## src/rtl/wire_plane_efficiency_counter_macros.svh

```systemverilog
// ----------------------------------------------------------------------------
// Wire plane efficiency counter assertion macros
// Concurrent assertion helpers, clocked on clk and disabled during rst_n low.
// ----------------------------------------------------------------------------
`ifndef WIRE_PLANE_EFFICIENCY_COUNTER_MACROS_SVH
`define WIRE_PLANE_EFFICIENCY_COUNTER_MACROS_SVH
`ifndef SYNTHESIS
// The consequent must hold in the same cycle as the antecedent.
`define WPEC_ASSERT_SAME(lbl, ante, cons) \
    lbl: assert property (@(posedge clk) disable iff (!rst_n) (ante) |-> (cons)) \
        else $error("wpec: same-cycle check failed");
// The consequent must hold in the cycle after the antecedent.
`define WPEC_ASSERT_NEXT(lbl, ante, cons) \
    lbl: assert property (@(posedge clk) disable iff (!rst_n) (ante) |=> (cons)) \
        else $error("wpec: next-cycle check failed");
`else
`define WPEC_ASSERT_SAME(lbl, ante, cons)
`define WPEC_ASSERT_NEXT(lbl, ante, cons)
`endif
`endif

```

## src/rtl/wpec_ram.sv

```systemverilog
// ----------------------------------------------------------------------------
// Wire plane efficiency counter RAM
// Single-port synchronous RAM with a registered read.
// ----------------------------------------------------------------------------
module wpec_ram #(
    parameter int WIDTH = 8,
    parameter int DEPTH = 16
)(
    input  logic                     clk,
    input  logic                     we,
    input  logic [$clog2(DEPTH)-1:0] addr,
    input  logic [WIDTH-1:0]         wdata,
    output logic [WIDTH-1:0]         rdata
);

    logic [WIDTH-1:0] mem [DEPTH];
    logic [WIDTH-1:0] rdata_reg;

    always_ff @(posedge clk)
    begin
        if (we)
        begin
            mem[addr] <= wdata;
        end
        rdata_reg <= mem[addr];
    end

    assign rdata = rdata_reg;

endmodule

```

## config.mk

```make
export PLATFORM = sky130hd
export DESIGN_NAME = wpec_ram
export DESIGN_NICKNAME = d
export VERILOG_FILES = /design/src/rtl/wire_plane_efficiency_counter_macros.svh /design/src/rtl/wpec_ram.sv
export SDC_FILE = /design/constraint.sdc
export NUM_CORES = 1
export LEC_CHECK = 0
export BUFFER_PORTS_ARGS = -buffer_cell sky130_fd_sc_hd__buf_2
export CAP_MARGIN = 20
export CORE_ASPECT_RATIO = 1.5
export CORE_MARGIN = 1.5
export CORE_UTILIZATION = 35
export DETAILED_ROUTE_END_ITERATION = 8
export HOLD_SLACK_MARGIN = 0.12
export PLACE_DENSITY = 0.49
export SLEW_MARGIN = 15
export SYNTH_ARGS = -nofsm -noshare
export SYNTH_HDL_FRONTEND = slang
export SYNTH_SLANG_ARGS = --single-unit
```

## constraint.sdc

```tcl
create_clock -name clk -period 2.81 [get_ports clk]
set_input_delay 0.1405 -clock clk [delete_from_list [all_inputs] [get_ports clk]]
set_output_delay 0.1405 -clock clk [all_outputs]
set_load 0.03 [all_outputs]
```

==> impl_metrics.toml, run 1 <==
[outcome]
status = "finished clean"

[grt]
grt_pass1_vias = 2578
grt_pass1_wl_um = 15600
antenna_found_initial = 0
grt_usage_pct = 14.9
grt_overflow = 0
grt_max_degree = 23

[synth]
ys_seq_area_share_pct = 79.0
yosysTopAreaCellShare_pct = 75.9
synth-seq-cells = 136
synth_cell_type_count = 18
synth-edff-count = 128
synth_most_common_cell = "edfxtp_1"
syn_nets = 244
synth_area_sq_um = 5070
ys_warn_count = 0
synth_commonest_cells = "edfxtp_1, mux4_2, a22oi_1, nor2_1, nand2_1"
synth.avg_cell_area_sq_um = 22.0
yosysTopAreaCell = "edfxtp_1"
synthArstFlopShare_pct = 0
netlist_instances = 230
synth_area_leaders = "edfxtp_1, mux4_2, dfxtp_1"
synthFlopType = "edfxtp_1"

[sta]
finalHoldViolCount = 0
tns_ns = 0
setup_viol = 0
finalCritPeriodShare_pct = 55.3
worst_pin_slew_ns = 0.843
relSlewSlack_pct = 43.7
fmax_mhz = 643
slew_viol_final = 0
fin_skew_ns = 0.00528
rsz0062_at_grt = "false"
post-route-min-period_ns = 1.55

[setup_path]
worst_ep_required_time_ns = 3.10
reg2reg_from = "mem[3][4]"
path_depth = 5
critPathLaunch = "addr[0]"
reg2reg_depth = 3
slowest_stage = "mux4_2"
path_cells = "buf_2 -> buf_12 -> mux4_2 -> a22oi_1 -> nand2_1"
crit_fanout = 22
setup.worst_path.start_class = "primary input"
critPathCaptureType = "flop"
crit_end = "rdata[5]"
crit_buf_inv = 2
crit_type = "primary input to flop"
rr_endpoint = "rdata[4]"
r2r_slack_ns = 1.48
cp_top_family = "buffers and inverters"
critPathMaxStageDelay_ns = 0.54
worstPathArrival_ns = 1.84

[final_layout]
seq_area_sq_um = 4000
syn2layout_area_growth_pct = 22.5
multi_input_area_sq_um = 1000
fillers = 1252
largest_reg_flops = 128
drive_gt1_share_pct = 34.2
num_antenna_cells = 0
fin_nets = 296
final_area_sq_um = 6210

[placed_design]
numPortBuffers = 21
gp_congestion = 0.744
dpl_cell_area_sq_um = 5490
post-dp-hpwl_um = 6870

[hold_path]
hold_depth = 1
hp-class = "primary input to flop"

[clocking]
cts_buffer_depth = 2
cts_tree = "built"
cts.clk_slew.worst_paths_ns = 0.05
clkSinkCount = 136
clockRootBuffer = "clkbuf_16"
cts-buffers-inserted = 17
h-tree-depth = 4
insertion_delay_ns = 0.41

[power]
clkPwrFrac_pct = 49.0
p_per_area_nw_per_um2 = 797
combPwrFrac_pct = 4.8
power_mw = 4.94
swShare_pct = 19.5
seqPwrFrac_pct = 46.2
leakagePower_nw = 2.06
peakVddDrop_v = 0.000333
intPower_mw = 3.98
switchingPower_mw = 0.964

[floorplan]
rows = 53
initial_core_util_pct = 36.0
coreArea_sq_um = 14100
die_h_um = 150
ios = 22
fp.dieW_um = 101
dieArea_sq_um = 15200

[drt]
vias = 2357
drtPass1Iterations = 4
drt-wirelength-per-cell_um = 20.9
ant_nets = 0
drtIter0Drc = 155
vias_per_cell = 4.84
drt_wl_total_um = 10200
drc = 0

[flow_run]
maxCapViolations = 0
-- area by class of cell --
cell class / count / share of cell area (%)
Sequential cell: 136 / 64.5
Multi-Input combinational cell: 83 / 16.2
Clock buffer: 20 / 7.36
Timing Repair Buffer: 44 / 4.92
Tap cell: 192 / 3.87
Clock inverter: 12 / 3.18
-- through the flow --
stage / hold slack [ns] / util [%] / std cells / worst slack [ns]
finish: 0.134 / 44.2 / 487 / 1.26
global route: 0.130 / 44.2 / 487 / 1.13
CTS: 0.123 / 44.2 / 487 / 1.23
detailed placement: 0.545 / 39.1 / 449 / 0.794
global placement: 0.531 / 39.1 / 449 / 0.822
floorplan: 0.239 / - / 230 / 1.18
-- timing repair --
action                                 CTS  global route
resized for setup                        0             0
hold buffers                             6             0
buffers inserted                         0             0
endpoints found under the hold margin   83             0
-- kinds of logic (layout without fill, tap and decap cells) --
kind of cell / count (synthesis) / after routing / share of synthesized area [%]
mux: 32 / 32 / 14.2
compound gates: 16 / 16 / 2.37
buf+inv: 11 / 76 / 1.19
flops: 136 / 136 / 79.0
simple gates: 35 / 35 / 3.21
-- how the worst min path moves through the flow --
stage / startpoint / to / slack (ns)
2_1_floorplan: wdata[0] / mem[0][0] / 0.24
3_3_place_gp: wdata[7] / mem[8][7] / 0.53
3_5_place_dp: wdata[6] / mem[6][6] / 0.55
4_1_cts: wdata[4] / mem[3][4] / 0.12
5_1_grt: wdata[4] / mem[3][4] / 0.13
6_report: wdata[5] / mem[4][5] / 0.13
-- layout by cell type (no fill, tap or decap) --
cell type / n
clkbuf_8: 2
nand3_1: 1
clkinvlp_4: 1
clkbuf_16: 17
nand2b_1: 2
nor2_1: 13
bufinv_16: 5
clkinv_1: 1
mux4_2: 32
edfxtp_1: 128
dlygate4sd3_1: 6
clkbuf_1: 1
buf_4: 16
dfxtp_1: 8
clkinv_2: 2
and2_1: 1
nand2_1: 9
nor3_1: 4
buf_12: 1
or3b_2: 1
a22oi_1: 16
nand3b_1: 2
buf_2: 21
nor2b_1: 2
clkinv_4: 3
-- routing by layer --
| metal | global-route usage, % | vias up | part of all wire [%] |
|---|---|---|---|
| met3 | 3.20 | 14 | 2.8 |
| met5 | 0 | - | 0 |
| met2 | 25.1 | 49 | 55 |
| met1 | 17.9 | 1227 | 40 |
| li1 | - | 1067 | - |
| met4 | 7.71 | 0 | 2.2 |
-- power by group through the flow --
| stage | registers [mW] | clock network, mW | logic (mW) |
|---|---|---|---|
| after floorplan | 2.35 | 0 | 0.117 |
| after global placement | 2.33 | 0 | 0.233 |
| after detailed placement | 2.33 | 0 | 0.237 |
| after CTS | 2.29 | 2.47 | 0.244 |
| after global routing | 2.29 | 2.54 | 0.261 |
| final | 2.28 | 2.42 | 0.237 |
-- worst register-to-register path, stage by stage, from the launching register on --
cell and delay (ns):
edfxtp_1 0.35, mux4_2 0.47, a22oi_1 0.30, nand2_1 0.10
(Power assumes the default switching activity.)
==> run 2: changes to the inputs <==
clock period = 1.6 ns   (was 2.81 ns; I/O delays follow)
==> impl_metrics.toml, run 2 (synthesis results as in run 1) <==
[flow_run]
maxCapViolations = 0

[setup_path]
worst_ep_required_time_ns = 1.88
r2r_slack_ns = 0.24
crit_fanout = 1
setup.worst_path.start_class = "flop"
path_cells = "mux4_2 -> a22oi_1 -> nand2_1"
critPathMaxStageDelay_ns = 0.47
slowest_stage = "mux4_2"
critPathCaptureType = "flop"
worstPathArrival_ns = 1.65
crit_type = "flop to flop"
rr_endpoint = "rdata[0]"
reg2reg_from = "mem[2][0]"
reg2reg_depth = 3

[sta]
worst_pin_slew_ns = 0.806
post-route-min-period_ns = 1.36
fmax_mhz = 733
fin_skew_ns = 0.00797
relSlewSlack_pct = 46.1
tns_ns = 0
hold_slack_ns = 0.277
rsz0062_at_grt = "false"
slew_viol_final = 0
finalCritPeriodShare_pct = 85.3
finalHoldViolCount = 0
setup_viol = 0

[final_layout]
syn2layout_area_growth_pct = 22.9
fillers = 1262
fin_util_pct = 44.3
num_antenna_cells = 0
drive_gt1_share_pct = 35.9
largest_reg_flops = 128
multi_input_area_sq_um = 1000
seq_area_sq_um = 4000
final_common_cell = "edfxtp_1"
layout_common_cells = "edfxtp_1, mux4_2, buf_4, buf_2, clkbuf_16"
fin_nets = 307

[power]
peakVddDrop_v = 0.000624
leakagePower_nw = 2.07
p_per_area_nw_per_um2 = 1300

[drt]
drt_wl_total_um = 10100
drc = 0
drtPass1Iterations = 4
ant_nets = 0
vias_per_cell = 4.81
drtIter0Drc = 86
vias = 2394
drt-wirelength-per-cell_um = 20.4

[clocking]
cts_tree = "built"
cts_buffer_depth = 2
insertion_delay_ns = 0.41
h-tree-depth = 4
cts_resized = 0
cts-buffers-inserted = 17
clkSinkCount = 136
clockRootBuffer = "clkbuf_16"
cts.clk_slew.worst_paths_ns = 0.06

[hold_path]
worstHoldStart = "addr[3]"
hold_depth = 4
min_to = "rdata[1]"
hp-class = "primary input to flop"

[grt]
grt_overflow = 0
grt_max_degree = 40
grt_pass1_wl_um = 15500
grt_pass1_vias = 2650
grt_usage_pct = 14.8
antenna_found_initial = 0

[floorplan]
coreArea_sq_um = 14100
ios = 22
initial_core_util_pct = 36.0
rows = 53
die_h_um = 150
fp.dieW_um = 101
dieArea_sq_um = 15200

[placed_design]
gp_congestion = 0.696
numPortBuffers = 21
post-dp-hpwl_um = 6730

[outcome]
status = "finished clean"
run 2: cell types whose count changed in the layout (fill, tap and decap cells not counted), moves of 2 or more:
cell,delta
buf_4,+7
clkinvlp_4,+2
dlygate4sd3_1,+2
buf_12,+2
clkinv_2,+4
bufinv_16,-3
clkinv_4,-2
clkbuf_8,-2
run 2: repair_timing:
item,in CTS,in global routing
buffers inserted,0,0
hold endpoints to repair,128,0
hold buffers,8,0
run 2: worst max-delay path by stage:
stage,startpoint,end,slack (ns)
floorplan,addr[2],mem[0][0],0.03
global placement,addr[0],rdata[2],0.10
detailed placement,addr[0],rdata[2],0.09
CTS,mem[2][0],rdata[0],0.24
global route,mem[2][0],rdata[0],0.19
finish,mem[2][0],rdata[0],0.24
run 2: worst max-delay path, delay by kind of cell (launching register included):
family,cells,cell delay [ns]
muxes,1,0.47
DFF,1,0.37
AOI/OAI and AO/OA,1,0.29
and+or+nand+nor,1,0.11
run 2: power breakdown:
| part | internal, mW | switching [mW] |
|---|---|---|
| combinational | 0.183 | 0.257 |
| clock | 2.28 | 1.39 |
| sequential | 3.98 | 0.0237 |
run 2: routing by layer:
| layer | GRT usage (%) | up-vias | wire, um |
|---|---|---|---|
| met5 | 0 | - | 0 |
| met4 | 5.42 | 0 | 118 |
| met3 | 3.62 | 8 | 264 |
| met2 | 26.6 | 44 | 5770 |
| met1 | 16.9 | 1254 | 4000 |
| li1 | - | 1088 | - |
run 2: area by class of cell:
class	count	share of cell area (%)
Multi-Input combinational cell	83	16.1
Timing Repair Buffer	55	6.71
Clock buffer	19	6.95
Tap cell	192	3.86
Sequential cell	136	64.3
Clock inverter	13	2.09
run 2: through the flow:
stage                     area (sq um)  cells  setup WS [ns]  power (mW)
after floorplan                   5070    230         0.0270        4.33
after global placement            5590    458          0.104        4.52
after detailed placement          5590    458         0.0855        4.52
after CTS                         6230    498          0.239        8.23
after global routing              6230    498          0.194        8.41
final                             6230    498          0.235        8.12
==> run 3: changes to the inputs <==
PLACE_DENSITY = unset   (was 0.49)
PLACE_DENSITY_LB_ADDON = 0.2   (was unset)
==> impl_metrics.toml, run 3 (synthesis results as in run 1) <==
[setup_path]
critPathLaunch = "mem[8][2]"
rr_endpoint = "rdata[2]"
worstPathArrival_ns = 1.61
reg2reg_depth = 3
r2r_slack_ns = 0.28
worst_ep_required_time_ns = 1.89
crit_end = "rdata[2]"
crit_type = "flop to flop"
critPathCaptureType = "flop"
setup.worst_path.start_class = "flop"
reg2reg_from = "mem[8][2]"
crit_fanout = 1

[power]
switchingPower_mw = 1.69
leakagePower_nw = 2.06
peakVddDrop_v = 0.000662
p_per_area_nw_per_um2 = 1330
combPwrFrac_pct = 5.3
seqPwrFrac_pct = 48.4
power_mw = 8.29
swShare_pct = 20.4
clkPwrFrac_pct = 46.4
intPower_mw = 6.60

[drt]
drt-wirelength-per-cell_um = 20.5
drt_wl_total_um = 10100
ant_nets = 0
drtPass1Iterations = 4
vias_per_cell = 4.82
drtIter0Drc = 171
vias = 2379
drc = 0

[grt]
grt_max_degree = 28
grt_usage_pct = 14.7
grt_overflow = 0
antenna_found_initial = 0
grt_pass1_vias = 2601
grt_pass1_wl_um = 15500

[floorplan]
die_h_um = 150
fp.dieW_um = 101
initial_core_util_pct = 36.0
ios = 22
dieArea_sq_um = 15200
rows = 53
coreArea_sq_um = 14100

[final_layout]
final_common_cell = "edfxtp_1"
multi_input_area_sq_um = 1000
syn2layout_area_growth_pct = 22.8
fin_nets = 303
largest_reg_flops = 128
fillers = 1269
layout_common_cells = "edfxtp_1, mux4_2, buf_2, buf_4, clkbuf_16"
fin_util_pct = 44.3
drive_gt1_share_pct = 34.1
num_antenna_cells = 0
final_area_sq_um = 6220
seq_area_sq_um = 4000

[sta]
finalHoldViolCount = 0
fmax_mhz = 755
fin_skew_ns = 0.00868
tns_ns = 0
rsz0062_at_grt = "false"
setup_viol = 0
worst_pin_slew_ns = 0.799
finalCritPeriodShare_pct = 82.7
slew_viol_final = 0
post-route-min-period_ns = 1.32
relSlewSlack_pct = 46.6

[outcome]
status = "finished clean"

[clocking]
cts_buffer_depth = 2
clkSinkCount = 136
cts.clk_slew.worst_paths_ns = 0.06
clockRootBuffer = "clkbuf_16"
cts_resized = 0
cts_tree = "built"
cts-buffers-inserted = 17
h-tree-depth = 4
insertion_delay_ns = 0.41

[placed_design]
gp_congestion = 0.693
numPortBuffers = 21
post-dp-hpwl_um = 6740
dpl_cell_area_sq_um = 5560

[hold_path]
hp-class = "primary input to flop"

[flow_run]
maxCapViolations = 0
run 3: cell types whose count changed in the layout (fill, tap and decap cells not counted):
cell       previous run  this run
clkinv_1              0         3
buf_4                23        19
inv_6                 1         0
bufinv_16             2         3
clkinv_4              1         3
clkinv_2              6         1
run 3: power groups by stage:
stage,Clock [mW],Sequential [mW],Combinational (mW)
global placement,0,4.08,0.428
detailed placement,0,4.09,0.433
global route,4.06,4.02,0.477
finish,3.84,4.01,0.437
CTS,3.91,4.01,0.450
floorplan,0,4.12,0.205
run 3: how the worst min path moves through the flow:
| stage | start | to | slack (ns) | depth (start not counted) |
|---|---|---|---|---|
| after global routing | addr[3] | rdata[6] | 0.31 | 5 |
| after floorplan | wdata[0] | mem[0][0] | 0.18 | 0 |
| after CTS | addr[3] | rdata[2] | 0.27 | 5 |
| final | addr[3] | rdata[2] | 0.28 | 5 |
| after global placement | wdata[3] | mem[9][3] | 0.46 | 1 |
| after detailed placement | wdata[3] | mem[9][3] | 0.47 | 1 |
run 3: area by class of cell:
| type | instances | area share (%) |
|---|---|---|
| sequential | 136 | 64.3 |
| multi-input combinational | 83 | 16.1 |
| clock buffer | 19 | 6.96 |
| timing repair buffer | 51 | 6.23 |
| tap | 192 | 3.86 |
| clock inverter | 13 | 2.49 |
run 3: worst max-delay path, stage by stage, from the launching register on:
cell and delay (ns):
edfxtp_1 0.37, mux4_2 0.47, a22oi_1 0.29, nand2_1 0.07
run 3: per-layer routing:
layer,GRT usage [%],share of wire (%)
met5,0,0
met4,5.42,1.4
met3,3.85,2.7
met2,25.1,55
met1,17.7,41
run 3: repair_timing:
action	CTS	global route
buffers inserted	0	0
endpoints found under the hold margin	128	0
hold buffers	8	0
run 3: through the flow:
stage,hold WS [ns],setup WS (ns),instances
CTS,0.266,0.261,494
detailed placement,0.472,0.0801,454
global placement,0.457,0.0698,454
global route,0.313,0.211,494
finish,0.284,0.276,494
floorplan,0.179,0.0270,230
